===== src/sv/setw_pkg.sv =====
package setw_pkg;

    // request codes
    localparam logic [2:0] OP_GAIN     = 3'd0;
    localparam logic [2:0] OP_EXPOSURE = 3'd1;
    localparam logic [2:0] OP_FRAME    = 3'd2;
    localparam logic [2:0] OP_HOLD     = 3'd3;
    localparam logic [2:0] OP_MODE     = 3'd4;

    // result status codes
    localparam logic [1:0] ST_WRITE   = 2'd0;
    localparam logic [1:0] ST_INVALID = 2'd1;
    localparam logic [1:0] ST_MODE    = 2'd2;

    // configuration register indexes
    localparam logic [2:0] CFG_PCLK   = 3'd0;
    localparam logic [2:0] CFG_LLEN   = 3'd1;
    localparam logic [2:0] CFG_HEIGHT = 3'd2;
    localparam logic [2:0] CFG_FSCALE = 3'd3;
    localparam logic [2:0] CFG_ESCALE = 3'd4;
    localparam logic [2:0] CFG_MINGN  = 3'd5;
    localparam logic [2:0] CFG_MAXGN  = 3'd6;

    // sensor register addresses and codes
    localparam logic [15:0] ADDR_GAIN_HI = 16'h350a;
    localparam logic [15:0] ADDR_GAIN_LO = 16'h350b;
    localparam logic [15:0] ADDR_EXP_HI  = 16'h3500;
    localparam logic [15:0] ADDR_EXP_MID = 16'h3501;
    localparam logic [15:0] ADDR_EXP_LO  = 16'h3502;
    localparam logic [15:0] ADDR_FL_HI   = 16'h380e;
    localparam logic [15:0] ADDR_FL_LO   = 16'h380f;
    localparam logic [15:0] ADDR_HOLD    = 16'h3208;
    localparam logic [7:0]  HOLD_START   = 8'h00;
    localparam logic [7:0]  HOLD_END     = 8'h10;
    localparam logic [7:0]  HOLD_LAUNCH  = 8'ha0;

    // limits
    localparam logic [15:0] GAIN_FLOOR = 16'd16;
    localparam logic [15:0] GAIN_CEIL  = 16'd1023;
    localparam logic [12:0] FL_MARGIN  = 13'd24;
    localparam logic [14:0] FL_MAX     = 15'h7fff;
    localparam logic [14:0] EXP_MIN    = 15'd4;

    // shared unit step counts
    localparam int MUL_STEPS = 32;
    localparam int DIV_STEPS = 16;

    // configuration reset values
    localparam logic [31:0] RST_PCLK   = 32'd160000000;
    localparam logic [15:0] RST_LLEN   = 16'd2416;
    localparam logic [11:0] RST_HEIGHT = 12'd1944;
    localparam logic [19:0] RST_FSCALE = 20'd1000000;
    localparam logic [19:0] RST_ESCALE = 20'd1000000;
    localparam logic [15:0] RST_MINGN  = 16'd16;
    localparam logic [15:0] RST_MAXGN  = 16'd1023;

    typedef struct packed {
        logic [2:0]         operation;
        logic signed [31:0] value;
        logic [2:0]         mode_index;
    } t_in_item;

    typedef struct packed {
        logic [15:0] reg_address;
        logic [7:0]  reg_data;
        logic [1:0]  status;
        logic        last;
    } t_out_item;

    typedef struct packed {
        logic [31:0] pixel_clock_hz;
        logic [15:0] line_length_pixels;
        logic [11:0] active_height_lines;
        logic [19:0] frame_rate_scale;
        logic [19:0] exposure_scale;
        logic [15:0] min_gain;
        logic [15:0] max_gain;
    } t_cfg;

    // default frame length per mode
    function automatic logic [14:0] mode_frame_length(input logic [2:0] mode);
        logic [14:0] fl;
        case (mode)
            3'd1:    fl = 15'h0450;
            3'd2:    fl = 15'h059b;
            3'd3:    fl = 15'h01f8;
            default: fl = 15'h07b0;
        endcase
        return fl;
    endfunction

endpackage


===== src/sv/setw_alu.sv =====
module setw_alu (
    input  logic [63:0] i_a,
    input  logic [63:0] i_b,
    input  logic        i_sub,
    output logic [63:0] o_sum,
    output logic        o_carry
);

    logic [64:0] w_full;

    // carry out on subtract means a >= b
    assign w_full  = {1'b0, i_a} + {1'b0, (i_sub ? ~i_b : i_b)} + {64'b0, i_sub};
    assign o_sum   = w_full[63:0];
    assign o_carry = w_full[64];

endmodule


===== src/sv/setw_core.sv =====
module setw_core (
    input  logic             i_clk,
    input  logic             i_rst_n,
    input  setw_pkg::t_cfg   i_cfg,
    input  logic             i_in_valid,
    input  setw_pkg::t_in_item i_in,
    output logic             o_idle,
    output logic             o_out_valid,
    input  logic             i_out_stall,
    output setw_pkg::t_out_item o_out
);

    localparam logic [2:0] S_IDLE  = 3'd0;
    localparam logic [2:0] S_MULD  = 3'd1;
    localparam logic [2:0] S_MULN  = 3'd2;
    localparam logic [2:0] S_CHK   = 3'd3;
    localparam logic [2:0] S_DIV   = 3'd4;
    localparam logic [2:0] S_CLAMP = 3'd5;
    localparam logic [2:0] S_EMIT  = 3'd6;

    logic [2:0]  r_state, n_state;
    logic [2:0]  r_op, n_op;
    logic [31:0] r_raw, n_raw;
    logic [4:0]  r_cnt, n_cnt;
    logic [63:0] r_acc, n_acc;
    logic [63:0] r_mc, n_mc;
    logic [31:0] r_mp, n_mp;
    logic [46:0] r_den, n_den;
    logic [15:0] r_q, n_q;
    logic [15:0] r_res, n_res;
    logic [14:0] r_fl, n_fl;
    logic [1:0]  r_idx, n_idx;
    logic        r_out_valid, n_out_valid;
    setw_pkg::t_out_item r_out, n_out;

    logic [63:0] w_alu_b;
    logic        w_alu_sub;
    logic [63:0] w_alu_sum;
    logic        w_alu_carry;
    logic [63:0] w_mul_acc;
    logic        w_in_pos;
    logic        w_pos;
    logic [15:0] w_gain;
    logic [15:0] w_gain_lim;
    logic [14:0] w_ceil;
    logic [15:0] w_lines;
    logic [12:0] w_fl_lo;
    logic [15:0] w_fl;
    logic        w_load;
    setw_pkg::t_out_item w_beat;

    setw_alu u_alu (
        .i_a     (r_acc),
        .i_b     (w_alu_b),
        .i_sub   (w_alu_sub),
        .o_sum   (w_alu_sum),
        .o_carry (w_alu_carry)
    );

    assign w_alu_b   = (r_state == S_CHK) ? {1'b0, r_den, 16'b0} : r_mc;
    assign w_alu_sub = (r_state == S_CHK) || (r_state == S_DIV);
    assign w_mul_acc = r_mp[0] ? w_alu_sum : r_acc;
    assign w_in_pos  = !i_in.value[31] && (i_in.value != 32'sd0);
    assign w_pos     = !r_raw[31] && (r_raw != 32'd0);

    // gain: configured limits first, then the fixed range
    always_comb begin
        if (i_in.value[31] || (32'(i_in.value) < {16'b0, i_cfg.min_gain})) begin
            w_gain = i_cfg.min_gain;
        end else if (32'(i_in.value) > {16'b0, i_cfg.max_gain}) begin
            w_gain = i_cfg.max_gain;
        end else begin
            w_gain = i_in.value[15:0];
        end
        if (w_gain < setw_pkg::GAIN_FLOOR) begin
            w_gain_lim = setw_pkg::GAIN_FLOOR;
        end else if (w_gain > setw_pkg::GAIN_CEIL) begin
            w_gain_lim = setw_pkg::GAIN_CEIL;
        end else begin
            w_gain_lim = w_gain;
        end
    end

    // quotient clamps
    always_comb begin
        w_ceil = (r_fl > setw_pkg::EXP_MIN) ? (r_fl - setw_pkg::EXP_MIN) : setw_pkg::EXP_MIN;
        if (r_q < {1'b0, setw_pkg::EXP_MIN}) begin
            w_lines = {1'b0, setw_pkg::EXP_MIN};
        end else if (r_q > {1'b0, w_ceil}) begin
            w_lines = {1'b0, w_ceil};
        end else begin
            w_lines = r_q;
        end
        w_fl_lo = {1'b0, i_cfg.active_height_lines} + setw_pkg::FL_MARGIN;
        if (r_q < {3'b0, w_fl_lo}) begin
            w_fl = {3'b0, w_fl_lo};
        end else if (r_q > {1'b0, setw_pkg::FL_MAX}) begin
            w_fl = {1'b0, setw_pkg::FL_MAX};
        end else begin
            w_fl = r_q;
        end
    end

    // beat for the current result index
    always_comb begin
        w_beat = '0;
        w_beat.status = setw_pkg::ST_WRITE;
        case (r_op)
            setw_pkg::OP_GAIN: begin
                if (r_idx == 2'd0) begin
                    w_beat.reg_address = setw_pkg::ADDR_GAIN_HI;
                    w_beat.reg_data    = {6'b0, r_res[9:8]};
                end else begin
                    w_beat.reg_address = setw_pkg::ADDR_GAIN_LO;
                    w_beat.reg_data    = r_res[7:0];
                    w_beat.last        = 1'b1;
                end
            end
            setw_pkg::OP_EXPOSURE: begin
                if (!w_pos) begin
                    w_beat.status = setw_pkg::ST_INVALID;
                    w_beat.last   = 1'b1;
                end else if (r_idx == 2'd0) begin
                    w_beat.reg_address = setw_pkg::ADDR_EXP_HI;
                    w_beat.reg_data    = {4'b0, r_res[15:12]};
                end else if (r_idx == 2'd1) begin
                    w_beat.reg_address = setw_pkg::ADDR_EXP_MID;
                    w_beat.reg_data    = r_res[11:4];
                end else begin
                    w_beat.reg_address = setw_pkg::ADDR_EXP_LO;
                    w_beat.reg_data    = {r_res[3:0], 4'b0};
                    w_beat.last        = 1'b1;
                end
            end
            setw_pkg::OP_FRAME: begin
                if (!w_pos) begin
                    w_beat.status = setw_pkg::ST_INVALID;
                    w_beat.last   = 1'b1;
                end else if (r_idx == 2'd0) begin
                    w_beat.reg_address = setw_pkg::ADDR_FL_HI;
                    w_beat.reg_data    = r_res[15:8];
                end else begin
                    w_beat.reg_address = setw_pkg::ADDR_FL_LO;
                    w_beat.reg_data    = r_res[7:0];
                    w_beat.last        = 1'b1;
                end
            end
            setw_pkg::OP_HOLD: begin
                w_beat.reg_address = setw_pkg::ADDR_HOLD;
                if (r_raw != 32'd0) begin
                    w_beat.reg_data = setw_pkg::HOLD_START;
                    w_beat.last     = 1'b1;
                end else if (r_idx == 2'd0) begin
                    w_beat.reg_data = setw_pkg::HOLD_END;
                end else begin
                    w_beat.reg_data = setw_pkg::HOLD_LAUNCH;
                    w_beat.last     = 1'b1;
                end
            end
            setw_pkg::OP_MODE: begin
                w_beat.status = setw_pkg::ST_MODE;
                w_beat.last   = 1'b1;
            end
            default: begin
                w_beat.status = setw_pkg::ST_INVALID;
                w_beat.last   = 1'b1;
            end
        endcase
    end

    assign w_load = (r_state == S_EMIT) && (!r_out_valid || !i_out_stall);

    always_comb begin
        n_state = r_state;
        n_op    = r_op;
        n_raw   = r_raw;
        n_cnt   = r_cnt;
        n_acc   = r_acc;
        n_mc    = r_mc;
        n_mp    = r_mp;
        n_den   = r_den;
        n_q     = r_q;
        n_res   = r_res;
        n_fl    = r_fl;
        n_idx   = r_idx;
        n_out   = r_out;
        n_out_valid = (r_out_valid && !i_out_stall) ? 1'b0 : r_out_valid;
        case (r_state)
            S_IDLE: begin
                if (i_in_valid) begin
                    n_op  = i_in.operation;
                    n_raw = 32'(i_in.value);
                    n_idx = 2'd0;
                    n_acc = '0;
                    n_cnt = '0;
                    n_state = S_EMIT;
                    case (i_in.operation)
                        setw_pkg::OP_GAIN: begin
                            n_res = w_gain_lim;
                        end
                        setw_pkg::OP_EXPOSURE: begin
                            // denominator: exposure scale times line length
                            n_mc = {44'b0, i_cfg.exposure_scale};
                            n_mp = {16'b0, i_cfg.line_length_pixels};
                            if (w_in_pos) begin
                                n_state = S_MULD;
                            end
                        end
                        setw_pkg::OP_FRAME: begin
                            // denominator: rate times line length
                            n_mc = {32'b0, 32'(i_in.value)};
                            n_mp = {16'b0, i_cfg.line_length_pixels};
                            if (w_in_pos) begin
                                n_state = S_MULD;
                            end
                        end
                        setw_pkg::OP_MODE: begin
                            n_fl = setw_pkg::mode_frame_length(i_in.mode_index);
                        end
                        default: begin
                        end
                    endcase
                end
            end
            S_MULD, S_MULN: begin
                n_acc = w_mul_acc;
                n_mc  = {r_mc[62:0], 1'b0};
                n_mp  = {1'b0, r_mp[31:1]};
                n_cnt = r_cnt + 5'd1;
                if (r_cnt == 5'(setw_pkg::MUL_STEPS - 1)) begin
                    n_cnt = '0;
                    if (r_state == S_MULD) begin
                        n_den = w_mul_acc[46:0];
                        n_acc = '0;
                        if (r_op == setw_pkg::OP_EXPOSURE) begin
                            n_mc = {32'b0, r_raw};
                            n_mp = i_cfg.pixel_clock_hz;
                        end else begin
                            n_mc = {32'b0, i_cfg.pixel_clock_hz};
                            n_mp = {12'b0, i_cfg.frame_rate_scale};
                        end
                        n_state = S_MULN;
                    end else begin
                        n_state = S_CHK;
                    end
                end
            end
            S_CHK: begin
                // quotient of 2^16 or more (or zero divisor) saturates
                if (w_alu_carry) begin
                    n_q     = 16'hffff;
                    n_state = S_CLAMP;
                end else begin
                    n_mc    = {2'b0, r_den, 15'b0};
                    n_q     = '0;
                    n_cnt   = '0;
                    n_state = S_DIV;
                end
            end
            S_DIV: begin
                if (w_alu_carry) begin
                    n_acc = w_alu_sum;
                end
                n_q   = {r_q[14:0], w_alu_carry};
                n_mc  = {1'b0, r_mc[63:1]};
                n_cnt = r_cnt + 5'd1;
                if (r_cnt == 5'(setw_pkg::DIV_STEPS - 1)) begin
                    n_state = S_CLAMP;
                end
            end
            S_CLAMP: begin
                if (r_op == setw_pkg::OP_FRAME) begin
                    n_res = w_fl;
                    n_fl  = w_fl[14:0];
                end else begin
                    n_res = w_lines;
                end
                n_state = S_EMIT;
            end
            S_EMIT: begin
                if (w_load) begin
                    n_out       = w_beat;
                    n_out_valid = 1'b1;
                    n_idx       = r_idx + 2'd1;
                    if (w_beat.last) begin
                        n_state = S_IDLE;
                    end
                end
            end
            default: begin
                n_state = S_IDLE;
            end
        endcase
    end

    always_ff @(posedge i_clk) begin
        if (!i_rst_n) begin
            r_state     <= S_IDLE;
            r_out_valid <= 1'b0;
            r_fl        <= '0;
        end else begin
            r_state     <= n_state;
            r_out_valid <= n_out_valid;
            r_fl        <= n_fl;
        end
    end

    always_ff @(posedge i_clk) begin
        r_op  <= n_op;
        r_raw <= n_raw;
        r_cnt <= n_cnt;
        r_acc <= n_acc;
        r_mc  <= n_mc;
        r_mp  <= n_mp;
        r_den <= n_den;
        r_q   <= n_q;
        r_res <= n_res;
        r_idx <= n_idx;
        r_out <= n_out;
    end

    assign o_idle      = (r_state == S_IDLE);
    assign o_out_valid = r_out_valid;
    assign o_out       = r_out;

endmodule


===== src/sv/sensor_exposure_timing_writer_top.sv =====
// sensor exposure, gain and frame timing register writer
//
// input channel i_in_valid / o_in_stall carries one request (operation, value,
// mode_index); output channel o_out_valid / i_out_stall carries one sensor
// register write per beat (address, data, status, last), last marking the
// final beat of a request. configuration is a plain write port
// (i_cfg_we, i_cfg_index, i_cfg_data) taken at any edge with i_cfg_we high outside reset.
//
// one request is in flight at a time; o_in_stall is high from acceptance
// until its last beat is loaded into the output register.
// gain, group hold, select mode and rejected requests go from acceptance straight
// to the emit state; a two-beat request frees the input once its second beat is loaded.
// exposure and frame rate: one shared 64-bit adder does two 32-step shift-add
// multiplies, a range check and a 16-step restoring divide before the first beat
// is emitted (the divide is skipped when the quotient saturates); an exposure
// request has three beats.
// further beats follow one per cycle while i_out_stall is low.
// a stalled output beat holds its register and the sequencer waits.
// reset (synchronous, active low) restores default configuration, clears
// the stored frame length to 0 and empties the output register.
module sensor_exposure_timing_writer_top (
    input  logic                i_clk,
    input  logic                i_rst_n,
    input  logic                i_cfg_we,
    input  logic [2:0]          i_cfg_index,
    input  logic [31:0]         i_cfg_data,
    input  logic                i_in_valid,
    output logic                o_in_stall,
    input  setw_pkg::t_in_item  i_in,
    output logic                o_out_valid,
    input  logic                i_out_stall,
    output setw_pkg::t_out_item o_out
);

    setw_pkg::t_cfg r_cfg;
    logic           w_idle;

    always_ff @(posedge i_clk) begin
        if (!i_rst_n) begin
            r_cfg.pixel_clock_hz      <= setw_pkg::RST_PCLK;
            r_cfg.line_length_pixels  <= setw_pkg::RST_LLEN;
            r_cfg.active_height_lines <= setw_pkg::RST_HEIGHT;
            r_cfg.frame_rate_scale    <= setw_pkg::RST_FSCALE;
            r_cfg.exposure_scale      <= setw_pkg::RST_ESCALE;
            r_cfg.min_gain            <= setw_pkg::RST_MINGN;
            r_cfg.max_gain            <= setw_pkg::RST_MAXGN;
        end else if (i_cfg_we) begin
            case (i_cfg_index)
                setw_pkg::CFG_PCLK:   r_cfg.pixel_clock_hz      <= i_cfg_data;
                setw_pkg::CFG_LLEN:   r_cfg.line_length_pixels  <= i_cfg_data[15:0];
                setw_pkg::CFG_HEIGHT: r_cfg.active_height_lines <= i_cfg_data[11:0];
                setw_pkg::CFG_FSCALE: r_cfg.frame_rate_scale    <= i_cfg_data[19:0];
                setw_pkg::CFG_ESCALE: r_cfg.exposure_scale      <= i_cfg_data[19:0];
                setw_pkg::CFG_MINGN:  r_cfg.min_gain            <= i_cfg_data[15:0];
                setw_pkg::CFG_MAXGN:  r_cfg.max_gain            <= i_cfg_data[15:0];
                default: begin
                end
            endcase
        end
    end

    // no requests taken while in reset
    assign o_in_stall = !w_idle || !i_rst_n;

    setw_core u_core (
        .i_clk       (i_clk),
        .i_rst_n     (i_rst_n),
        .i_cfg       (r_cfg),
        .i_in_valid  (i_in_valid && i_rst_n),
        .i_in        (i_in),
        .o_idle      (w_idle),
        .o_out_valid (o_out_valid),
        .i_out_stall (i_out_stall),
        .o_out       (o_out)
    );

    a_busy_after_accept: assert property (@(posedge i_clk) disable iff (!i_rst_n)
        (i_in_valid && !o_in_stall) |=> o_in_stall)
        else $error("request accepted but sequencer did not go busy");

    a_reset_clears: assert property (@(posedge i_clk)
        !i_rst_n |=> (!o_out_valid && w_idle))
        else $error("reset did not empty output and idle the sequencer");

    a_nonwrite_is_last: assert property (@(posedge i_clk) disable iff (!i_rst_n)
        (o_out_valid && (o_out.status != setw_pkg::ST_WRITE)) |-> o_out.last)
        else $error("non-write result beat is not the last beat");

    a_frame_length_range: assert property (@(posedge i_clk) disable iff (!i_rst_n)
        (o_out_valid && (o_out.reg_address == setw_pkg::ADDR_FL_HI))
            |-> !o_out.reg_data[7])
        else $error("frame length high byte exceeds 15-bit range");

endmodule

===== config.mk =====
export PLATFORM = sky130hd
export DESIGN_NAME = sensor_exposure_timing_writer_top
export DESIGN_NICKNAME = d
export VERILOG_FILES = /design/src/sv/setw_pkg.sv /design/src/sv/setw_alu.sv /design/src/sv/setw_core.sv /design/src/sv/sensor_exposure_timing_writer_top.sv
export SDC_FILE = /design/constraint.sdc
export NUM_CORES = 1
export LEC_CHECK = 0
export BUFFER_PORTS_ARGS = -buffer_cell sky130_fd_sc_hd__buf_4
export CORE_UTILIZATION = 40
export DETAILED_ROUTE_END_ITERATION = 7
export PLACE_DENSITY = 0.7
export SETUP_SLACK_MARGIN = 0.5
export SKIP_LAST_GASP = 1
export SYNTH_ARGS = -nofsm -noshare
export SYNTH_HDL_FRONTEND = slang
export SYNTH_SLANG_ARGS = --single-unit

===== constraint.sdc =====
create_clock -name i_clk -period 8.1 [get_ports i_clk]
set_input_delay 1.62 -clock i_clk [delete_from_list [all_inputs] [get_ports i_clk]]
set_output_delay 1.62 -clock i_clk [all_outputs]
set_load 0.1 [all_outputs]

# Word-level counts from Yosys, hierarchy flattened
# Index checks and enable logic that the tools add are counted.
# classes
muxes,79
n_lt_le_gt_ge,9
n_eq_ne,37
bitwise_logic,1
n_addsub,6
n_reduce_logical,50
# op_table
cell,count
$mux W64,11
$pmux W64 S4,1
$mux W16,12
$mux W32,6
$pmux W64 S3,1
$pmux W64 S2,1
$pmux W24 S4,1
$add A64 B64 Y65,1
$add A65 B1 Y65,1
$not A64 Y64,1
$pmux W16 S2,2
$pmux W32 S2,1
$reduce_bool A32 Y1,2
$mux W15,4
$pmux W11 S3,1
$gt A32 B16 Y1,1
$lt A32 B16 Y1,1
$pmux W15 S2,1
$eq A3 B2 Y1 const B,9
$eq A3 B3 Y1 const B,8
$mux W24,1
$mux W22,1
$mux W3,7
$mux W10,2
41 further kinds,105
# totals
ff_bits,459

# Logic depth before layout (Yosys ltp)
# Gate-level depths: netlist of the first run.
# depth
depth_word,10
mapped_depth,21

# Hierarchy
# Synthesis of the first run repeated with hierarchy kept, for this count alone.
# hier_totals
cells_unflattened,2825
hier_area_um2,27760.4
# modules_own_cells
module,seq_area_each_um2,area_each_um2,cells_per_inst,instances
setw_core,9359.0,18061.1,1712,1
sensor_exposure_timing_writer_top,2642.5,5218.8,497,1
setw_alu,0.0,4480.5,616,1

# Least setup slack after synthesis of the first run
# No wires, ideal clock.
# synth_path
path_kind,reg2reg
startpoint,reg u_core.r_state[2]
endpoint,reg u_core.r_acc[0] (enable)
setup_ns,0.514
period_less_slack_ns,7.786
path_slack_ns,0.314
t_arrival_ns,7.272
n_path_buf,5
stages_incl_launch_ff,19
required_ns,7.586
path_cell_list,dfxtp_1 -> clkbuf_1 -> clkinv_1 -> nor3_1 -> clkbuf_1 -> clkbuf_1 -> buf_1 -> a21oi_1 -> ha_1 -> buf_2 -> and4_1 -> o2111ai_1 -> a21o_1 -> a2111oi_0 -> nor2_1 -> o22ai_1 -> o31ai_1 -> nor2b_1 -> o221ai_1
# synth_via
elab_chain_cells,8
word_cells_on_any_way,16
classes_between,add/sub (2); eq/ne (6); mux (2); bitwise (1); reduce/logical (5)
# synth_lines
element,line_no,rtl
"start, declared",setw_core.sv:21,"logic [2:0] r_state, n_state;"
"start signal, assigned",setw_core.sv:302,r_state <= n_state;
$eq A3 B2 Y1,"setw_core.sv:60, setw_core.sv:61",
$mux W64,setw_core.sv:60,"assign w_alu_b = (r_state == S_CHK) ? {1'b0, r_den, 16'b0} : r_mc;"
$not A64 Y64,setw_alu.sv:12,"assign w_full = {1'b0, i_a} + {1'b0, (i_sub ? ~i_b : i_b)} + {64'b0, i_sub};"
$mux W64,setw_alu.sv:12,
$add A64 B64 Y65,setw_alu.sv:12,
$add A65 B1 Y65,setw_alu.sv:12,
$ne A2 B2 Y1 (no line),--,
$reduce_and A3 Y1 (no line) *,--,
"end signal, assigned",setw_core.sv:312,r_acc <= n_acc;
"end, declared",setw_core.sv:25,"logic [63:0] r_acc, n_acc;"
# Every way passes the cells marked *; elsewhere a longest branch is shown, timed or not.
# A chain may end at the register's enable or synchronous reset.

# Worst setup path in the final report of the first run
# layout_path
startpoint,reg u_core.r_state[2]
endpoint,reg u_core.r_acc[35] (enable)
# Same word-level chain as after synthesis.

==> summary.md, run 1 <==
| Metric | Value |
|---|---|
| Run status | finished, final reports clean |
| Sequential cell area fraction in the yosys report | 0.445 |
| # clock sinks | 450 |
| Skew final | around 0.018 ns |
| CP required | between 8 and 9 ns |
| Chip height | 262 um |
| Initial drt markers | 2083 |
| Initial core utilization | 0.407 |
| Max capacitance violation total | 0 |
| Reg-to-Reg End | u_core.r_acc[35] |
| DP Wirelength | 56700 um |
| Setup WS post-layout | 1.59 ns |
| DR WL/cell | 21.1 um |
| Setup Buffers After CTS | 0 |
| Root buf cell | clkbuf_16 |
| Clk Latency, worst-skew pair | 0.62 ns |
| DIE AREA | 68500 um2 |
| Share of flip-flops with an asynchronous set or reset | 0 |
| Critical path class | reg2reg |
| Synth-to-layout area growth | 11.4% |
| Final hold viol count | 0 |
| Period utilization | 0.804 |
| Mean post-synth cell area | 9.48 um2 |
| Worst Max-Slew Pin Slew | between 1 and 1.5 ns |
| TritonCTS clock tree | built |
| Design area | between 30000 and 40000 um2 |
| Cell variety after synth | between 80 and 90 |
| Setup slack, reg-to-reg | 1.59 ns |
| Diode count | 0 |
| Clock Tree Buf Depth | 3 |
| Core footprint | around 66000 um2 |
| Clock transition at path regs | 0.06 ns |
| Number of flops mapped to enable cells by yosys | about 300 |
| VDD IR max | 0.324 mV |
| Worst hold path class | reg2reg |
| Hold buffer count at CTS | 0 |
| Remaining DRCs | 0 |
| Worst hold stages | 2 |
| Total chip power | 14.6 mW |
| DP Area | 28500 um2 |
| Minimum clock period | 6.51 ns |
| RSZ-0062 raised after global routing | false |
| Crit Path Max Fanout | 30 |
| WHS Endpoint | r_cfg[32] |
| Final Max Tran Viols | 0 |
| First-pass GRT wire length | about 120000 um |
| Startpoint types | flop |
| PortBufs | 100 |
| Leak | 11.2 nW |
| TNS Setup | 0 ns |
| Layout cell share with drive strength beyond 1 | 0.105 |
| WP data arrival | 6.78 ns |
| Setup crit end kind | flop |
| Fmax | 154 MHz |
| # rows | 94 |
| Final setup vio count | 0 |
| Initial antenna violation count | 1 |
| Grt ovf | 0 |
| Post-CTS sizing | 0 |
| Mapped Area | 27000 um2 |
| RR Startpoint | u_core.r_state[2] |
| Register bit total from synthesis | between 400 and 500 |
| Max_slew headroom | 0.239 |
| Place WS | 1.64 ns |
| Vias per Instance | a little under 6 |
| Antenna Nets Post-Route | 0 |
| Top_reg_cell synth | edfxtp_1 |
| Hold_ws | 0.455 ns |
| Drt total wl | between 70000 and 80000 um |
| First-pass DRT Iterations | 6 |
| Hold path startpoint | r_cfg[32] |
| Via count | 22.4k |
| Final net count | between 3k and 4k |
| Synth warnings | 0 |
| RePlAce Congestion | 0.920 |
| Largest net degree at the start of global routing | 91 |
| # IOs | 107 |
| Synth Instances | ~2.8k |
| Die width | 262 um |
| Htree depth | 2 |
| GRT Util Overall | 0.230 |
| CTS Buf Count | 49 |
| Vias in the first global route | 21.3k |
| FF-to-FF path depth | 16 |
| Pwr per Cell Area | 485 nW/um2 |
-- layer usage --
| layer | GRT usage | share of wire | vias to the layer above |
|---|---|---|---|
| li1 | - | - | 10600 |
| met1 | 0.308 | 0.44 | 10800 |
| met2 | 0.377 | 0.47 | 787 |
| met3 | 0.0286 | 0.060 | 150 |
| met4 | 0.0909 | 0.036 | 2 |
| met5 | 0 | 0.00018 | - |
-- placed cells by master, fill, tap and decap left out, types with 13 or more instances in the layout --
cell / count
buf_4: 132
or3_1: 17
a222oi_1: 17
clkbuf_16: 50
mux2_2: 58
edfxtp_1: 299
nor2_1: 175
o21bai_1: 13
o21a_1: 28
o21ai_0: 101
nor4_1: 25
inv_1: 81
mux2i_1: 87
nor3_1: 41
a21boi_0: 13
dfxtp_1: 151
xnor2_1: 51
a21o_1: 62
o22ai_1: 21
a22o_1: 43
xor2_1: 63
clkbuf_1: 14
nand3_1: 66
o211ai_1: 43
a31oi_1: 15
nand2_1: 413
nor2b_1: 15
and3_1: 13
and2_1: 47
nand2b_1: 13
a22oi_1: 21
a221o_1: 49
a21oi_1: 293
nand4_1: 38
ha_1: 134
-- cells in the mapped netlist, drive strengths merged, types with 9 or more instances --
library cell | instances | area (um2)
buf | 33 | 180
inv | 82 | 308
xnor2 | 52 | 455
a22oi | 21 | 158
xor2 | 63 | 552
nor2 | 178 | 668
o21bai | 13 | 97.6
or2 | 10 | 62.6
a22o | 43 | 377
mux2i | 87 | 871
nor2b | 16 | 100
o31ai | 10 | 88.8
a21oi | 294 | 1470
a21o | 62 | 465
and3 | 13 | 81.3
clkbuf | 141 | 531
nand4 | 38 | 238
o21a | 28 | 210
o21ai | 107 | 539
dfxtp | 151 | 3020
a31oi | 16 | 100
o22ai | 21 | 131
or3 | 17 | 106
edfxtp | 299 | 8980
a211o | 9 | 78.8
a221o | 49 | 490
ha | 134 | 1680
a222oi | 17 | 170
a21boi | 13 | 97.6
nand2 | 414 | 1550
nor4 | 25 | 156
mux2 | 58 | 653
nand3 | 66 | 330
nor3 | 45 | 225
a211oi | 14 | 115
nand2b | 13 | 81.3
o211ai | 43 | 323
and2 | 47 | 294
-- worst max-delay path: stages, from the launching register on --
cell,delay [ns]
dfxtp_1,0.60
or3b_4,0.66
nand2_1,0.53
buf_4,0.36
o21a_1,0.18
inv_1,0.06
fa_1,0.43
nand2b_1,0.20
a21o_1,0.19
a21o_1,0.21
a2111oi_0,0.44
nor2_1,0.18
o22ai_1,0.41
o31ai_1,0.18
nor2b_1,0.25
o221ai_4,0.76
buf_4,0.50
-- area by class of cell --
| class | count | area, um2 |
|---|---|---|
| inverter | 84 | 317 |
| sequential | 450 | 12000 |
| clock buffer | 67 | 1350 |
| timing repair buffer | 132 | 991 |
| clock inverter | 24 | 235 |
| multi-input combinational | 2142 | 14100 |
| tap | 864 | 1080 |
| fill | 6274 | 36200 |
-- registers in the layout, indices dropped and copies added, names as in the netlist --
| signal | flops |
|---|---|
| u_core.r_res | 16 |
| u_core.r_fl | 15 |
| u_core.o_out | 18 |
| u_core.o_out_valid | 1 |
| u_core.r_mp | 32 |
| u_core.r_q | 16 |
| u_core.r_idx | 2 |
| u_core.r_cnt | 5 |
| u_core.r_state | 3 |
| u_core.r_den | 47 |
| u_core.r_mc | 64 |
| u_core.r_raw | 32 |
| r_cfg | 132 |
| u_core.r_acc | 64 |
| u_core.r_op | 3 |
-- worst max path at each step --
stage | from | to
2_1_floorplan | u_core.r_state[2] | u_core.r_acc[0]
3_3_place_gp | u_core.r_state[2] | u_core.r_acc[30]
3_5_place_dp | u_core.r_state[2] | u_core.r_acc[30]
4_1_cts | u_core.r_state[2] | u_core.r_acc[31]
5_1_grt | u_core.r_state[2] | u_core.r_acc[34]
6_report | u_core.r_state[2] | u_core.r_acc[35]
-- power by group --
group / leakage [nW] / internal [mW] / switching (mW)
clock network: 0.769 / 1.24 / 0.977
registers: 4.08 / 3.59 / 0.555
logic: 6.38 / 3.12 / 5.09
total: 11.2 / 7.95 / 6.62
-- metrics by stage --
stage / std cells / utilization
2_1_floorplan: 2850 / -
3_3_place_gp: 3672 / 0.430
3_5_place_dp: 3672 / 0.430
4_1_cts: 3763 / 0.454
5_1_grt: 3763 / 0.454
6_report: 3763 / 0.454
-- cells by family after synthesis --
family          count (synthesis)  synth area share
compound gates                831             0.207
simple gates                  909             0.153
fa+ha+maj                     135            0.0629
flops                         450             0.445
other cells                     1          0.000139
mux                           145            0.0565
xor+xnor                      115            0.0373
buf+inv                       258            0.0380
Power figures use the tool's default switching activity.
==> inputs of run 2 (changes only) <==
--- a/config.mk
+++ b/config.mk
@@ -5,10 +5,11 @@
 export SDC_FILE = /design/constraint.sdc
 export NUM_CORES = 1
 export LEC_CHECK = 0
+export ABC_AREA = 1
 export BUFFER_PORTS_ARGS = -buffer_cell sky130_fd_sc_hd__buf_4
 export CORE_UTILIZATION = 40
 export DETAILED_ROUTE_END_ITERATION = 7
-export PLACE_DENSITY = 0.7
+export PLACE_DENSITY = 0.68
 export SETUP_SLACK_MARGIN = 0.5
 export SKIP_LAST_GASP = 1
 export SYNTH_ARGS = -nofsm -noshare
==> constraint.sdc (replaced) <==
create_clock -name i_clk -period 6.3 [get_ports i_clk]
set_input_delay 1.26 -clock i_clk [delete_from_list [all_inputs] [get_ports i_clk]]
set_output_delay 1.26 -clock i_clk [all_outputs]
set_load 0.1 [all_outputs]
==> run 2 against run 1 <==
  * First-iteration DRC count rose by 39%
  * Clock power rose by 42%
  * Design area rose by 6.0%
  * Sequential cell count did not move
  * Core utilization fell by 0.071 points
  * Non-clock buffer count rose by 2
  * Via count rose by 18%
==> summary.md, run 2 <==
| Metric | Value |
|---|---|
| Vias in the first global route | 24.8k |
| Root buf cell | clkbuf_16 |
| Max_slew headroom | 0.306 |
| Biggest regs | r_cfg (132), u_core.r_acc (64), u_core.r_mc (64) |
| Place WS | 1.39 ns |
| Run status | finished, final reports clean |
| Htree depth | 2 |
| Most common cell after layout, fill and taps aside | nand2_1 |
| DP Wirelength | 65500 um |
| TNS Setup | 0 ns |
| Clock transition at path regs | about 0.06 ns |
| Minimum clock period | 5.04 ns |
| Initial drt markers | roughly 2.9k |
| Clock Tree Buf Depth | 3 |
| CP required | between 6 and 7 ns |
| Skew final | about 0.065 ns |
| VDD IR max | 0.388 mV |
| Total chip power | roughly 19 mW |
| Synth area leaders | edfxtp_1 32%, dfxtp_1 11%, nand2_1 11% |
| Clk Latency, worst-skew pair | 0.65 ns |
| Setup WS post-layout | roughly 1.3 ns |
| Max capacitance violation total | 0 |
| Chip height | 269 um |
| First-pass DRT Iterations | 6 |
| Setup crit end kind | flop |
| Mapped Area | around 28000 um2 |
| Hold_ws | between 0.4 and 0.5 ns |
| Grt ovf | 0 |
| # rows | 97 |
| Antenna Nets Post-Route | 0 |
| Final Max Tran Viols | 0 |
| WP data arrival | 5.28 ns |
| Share of flip-flops with an asynchronous set or reset | 0 |
| Core footprint | approximately 70000 um2 |
| Hold buffer count at CTS | 0 |
| # IOs | 107 |
| Die width | 269 um |
| Synth Instances | around 3.8k |
| RR Startpoint | u_core.r_state[2] |
| Period utilization | 0.799 |
| Synth warnings | 0 |
| Top_reg_cell synth | edfxtp_1 |
| Critical path class | reg2reg |
| Final hold viol count | 0 |
| Initial core utilization | 0.405 |
| Crit Path Max Fanout | 64 |
| Most frequent cells in the layout | 802 x nand2_1, 478 x o21ai_0, 469 x inv_1, 368 x nor2_1, 299 x edfxtp_1 |
| Setup Buffers After CTS | 0 |
| RSZ-0062 raised after global routing | false |
| CTS Buf Count | between 50 and 60 |
| Final Core Density | 0.453 |
| Grt met1 use | 0.334 |
| Met3 Usage GRT | 0.0328 |
| Layout cell share with drive strength beyond 1 | 0.0875 |
| Met2 usage | 0.403 |
| Number of flops mapped to enable cells by yosys | 299 |
| Yosys top cell by area | edfxtp_1 |
| Post-synth top area share | 0.315 |
| Pwr per Cell Area | 601 nW/um2 |
| Post-CTS sizing | 0 |
| Dominant cell by count in the synthesized netlist | nand2_1 |
| Startpoint types | flop |
| Synth-to-layout area growth | 11.9% |
| Hold path startpoint | r_cfg[46] |
| Vias per Instance | 5.51 |
| Drt total wl | 90600 um |
| Mean post-synth cell area | 7.51 um2 |
| Diode count | 0 |
| Leak | 13.5 nW |
| Initial antenna violation count | 0 |
| Final setup vio count | 0 |
| Sequential cell area fraction in the yosys report | 0.422 |
| Fmax | 199 MHz |
| GRT Util Overall | 0.248 |
| Via count | 26.5k |
| Most flops, register | r_cfg |
| Worst Max-Slew Pin Slew | ~1.0 ns |
| First-pass GRT wire length | 140000 um |
| Cell variety after synth | 62 |
| DR WL/cell | between 15 and 20 um |
| Register bit total from synthesis | 450 |
| DIE AREA | 72200 um2 |
| Synth top cells by count | 802 x nand2_1, 478 x o21ai_0, 472 x inv_1, 372 x nor2_1, 299 x edfxtp_1 |
| Gr busiest metal | met2 |
| Largest net degree at the start of global routing | slightly above 100 |
| Max reg flops | 132 |
| PortBufs | 100 |
| Crit path launch | u_core.r_state[2] |
| # clock sinks | between 400 and 500 |
| RePlAce Congestion | 1.01 |
| Final net count | 4032 |
| TritonCTS clock tree | built |
| Worst hold path class | reg2reg |
| Remaining DRCs | 0 |
[run 2: cell types whose count changed after synthesis, moves of 48 or more]
cell	change
inv_1	+391
nand2_1	+388
o21ai_0	+376
nor2_1	+194
nand3_1	+161
mux2i_1	-87
mux2_2	-58
a21oi_1	-50
a221o_1	-49
a21o_1	-48
[run 2: through the flow]
stage / cells / instance area [um2]
global placement: 4705 / 30100
floorplan: 3793 / 28500
detailed placement: 4705 / 30100
CTS: 4803 / 31800
finish: 4803 / 31800
global route: 4803 / 31800
[run 2: cells by family (layout without fill, tap and decap cells)]
logic type	after synthesis	in the layout	synth area share
xor gates and xnor gates	41	41	0.0129
adders and majority gates	135	135	0.0596
other	1	7	0.000132
buffers and inverters	646	716	0.0875
AOI/OAI and AO/OA	916	916	0.179
and+or+nand+nor	1598	1598	0.239
DFF	450	450	0.422
[run 2: power breakdown]
part           switching [mW]  internal (mW)  total, mW
logic                    7.62           3.32       10.9
registers               0.523           4.52       5.04
clock network            1.35           1.81       3.16
[run 2: worst paths after layout]
check / endpoint / slack (ns) / cells after the start
worst max-delay path: u_core.r_acc[22] / 1.26 / 19
worst min-delay path: r_cfg[46] / 0.45 / 2
worst max register to register: u_core.r_acc[22] / 1.26 / 19
worst min register to register: r_cfg[46] / 0.45 / 2
[run 2: area by class of cell]
| class | instances | area (um2) |
|---|---|---|
| Clock buffer | 66 | 1400 |
| Clock inverter | 32 | 370 |
| Fill cell | 7088 | 38400 |
| Inverter | 484 | 1820 |
| Multi-Input combinational cell | 2697 | 14000 |
| Sequential cell | 450 | 12000 |
| Tap cell | 940 | 1180 |
| Timing Repair Buffer | 134 | 1030 |
[run 2: critical path: stages, from the launching register on]
cell      delay, ns
dfxtp_1        0.56
inv_2          0.16
nand2_4        0.53
nand2_4        0.45
o21ai_0        0.46
inv_1          0.11
ha_1           0.36
nand2_1        0.12
nor2_1         0.16
inv_1          0.11
nor2_1         0.11
nand2_1        0.06
nand2_1        0.21
nand2_1        0.10
nand2_2        0.12
inv_2          0.04
o21ai_2        0.29
o221ai_1       0.18
inv_2          0.11
buf_12         0.36
[run 2: per-layer routing]
layer  vias up  share of wire
met5         -              0
li1      12800              -
met3       176          0.073
met1     12400           0.43
met4         0          0.036
met2      1086           0.46
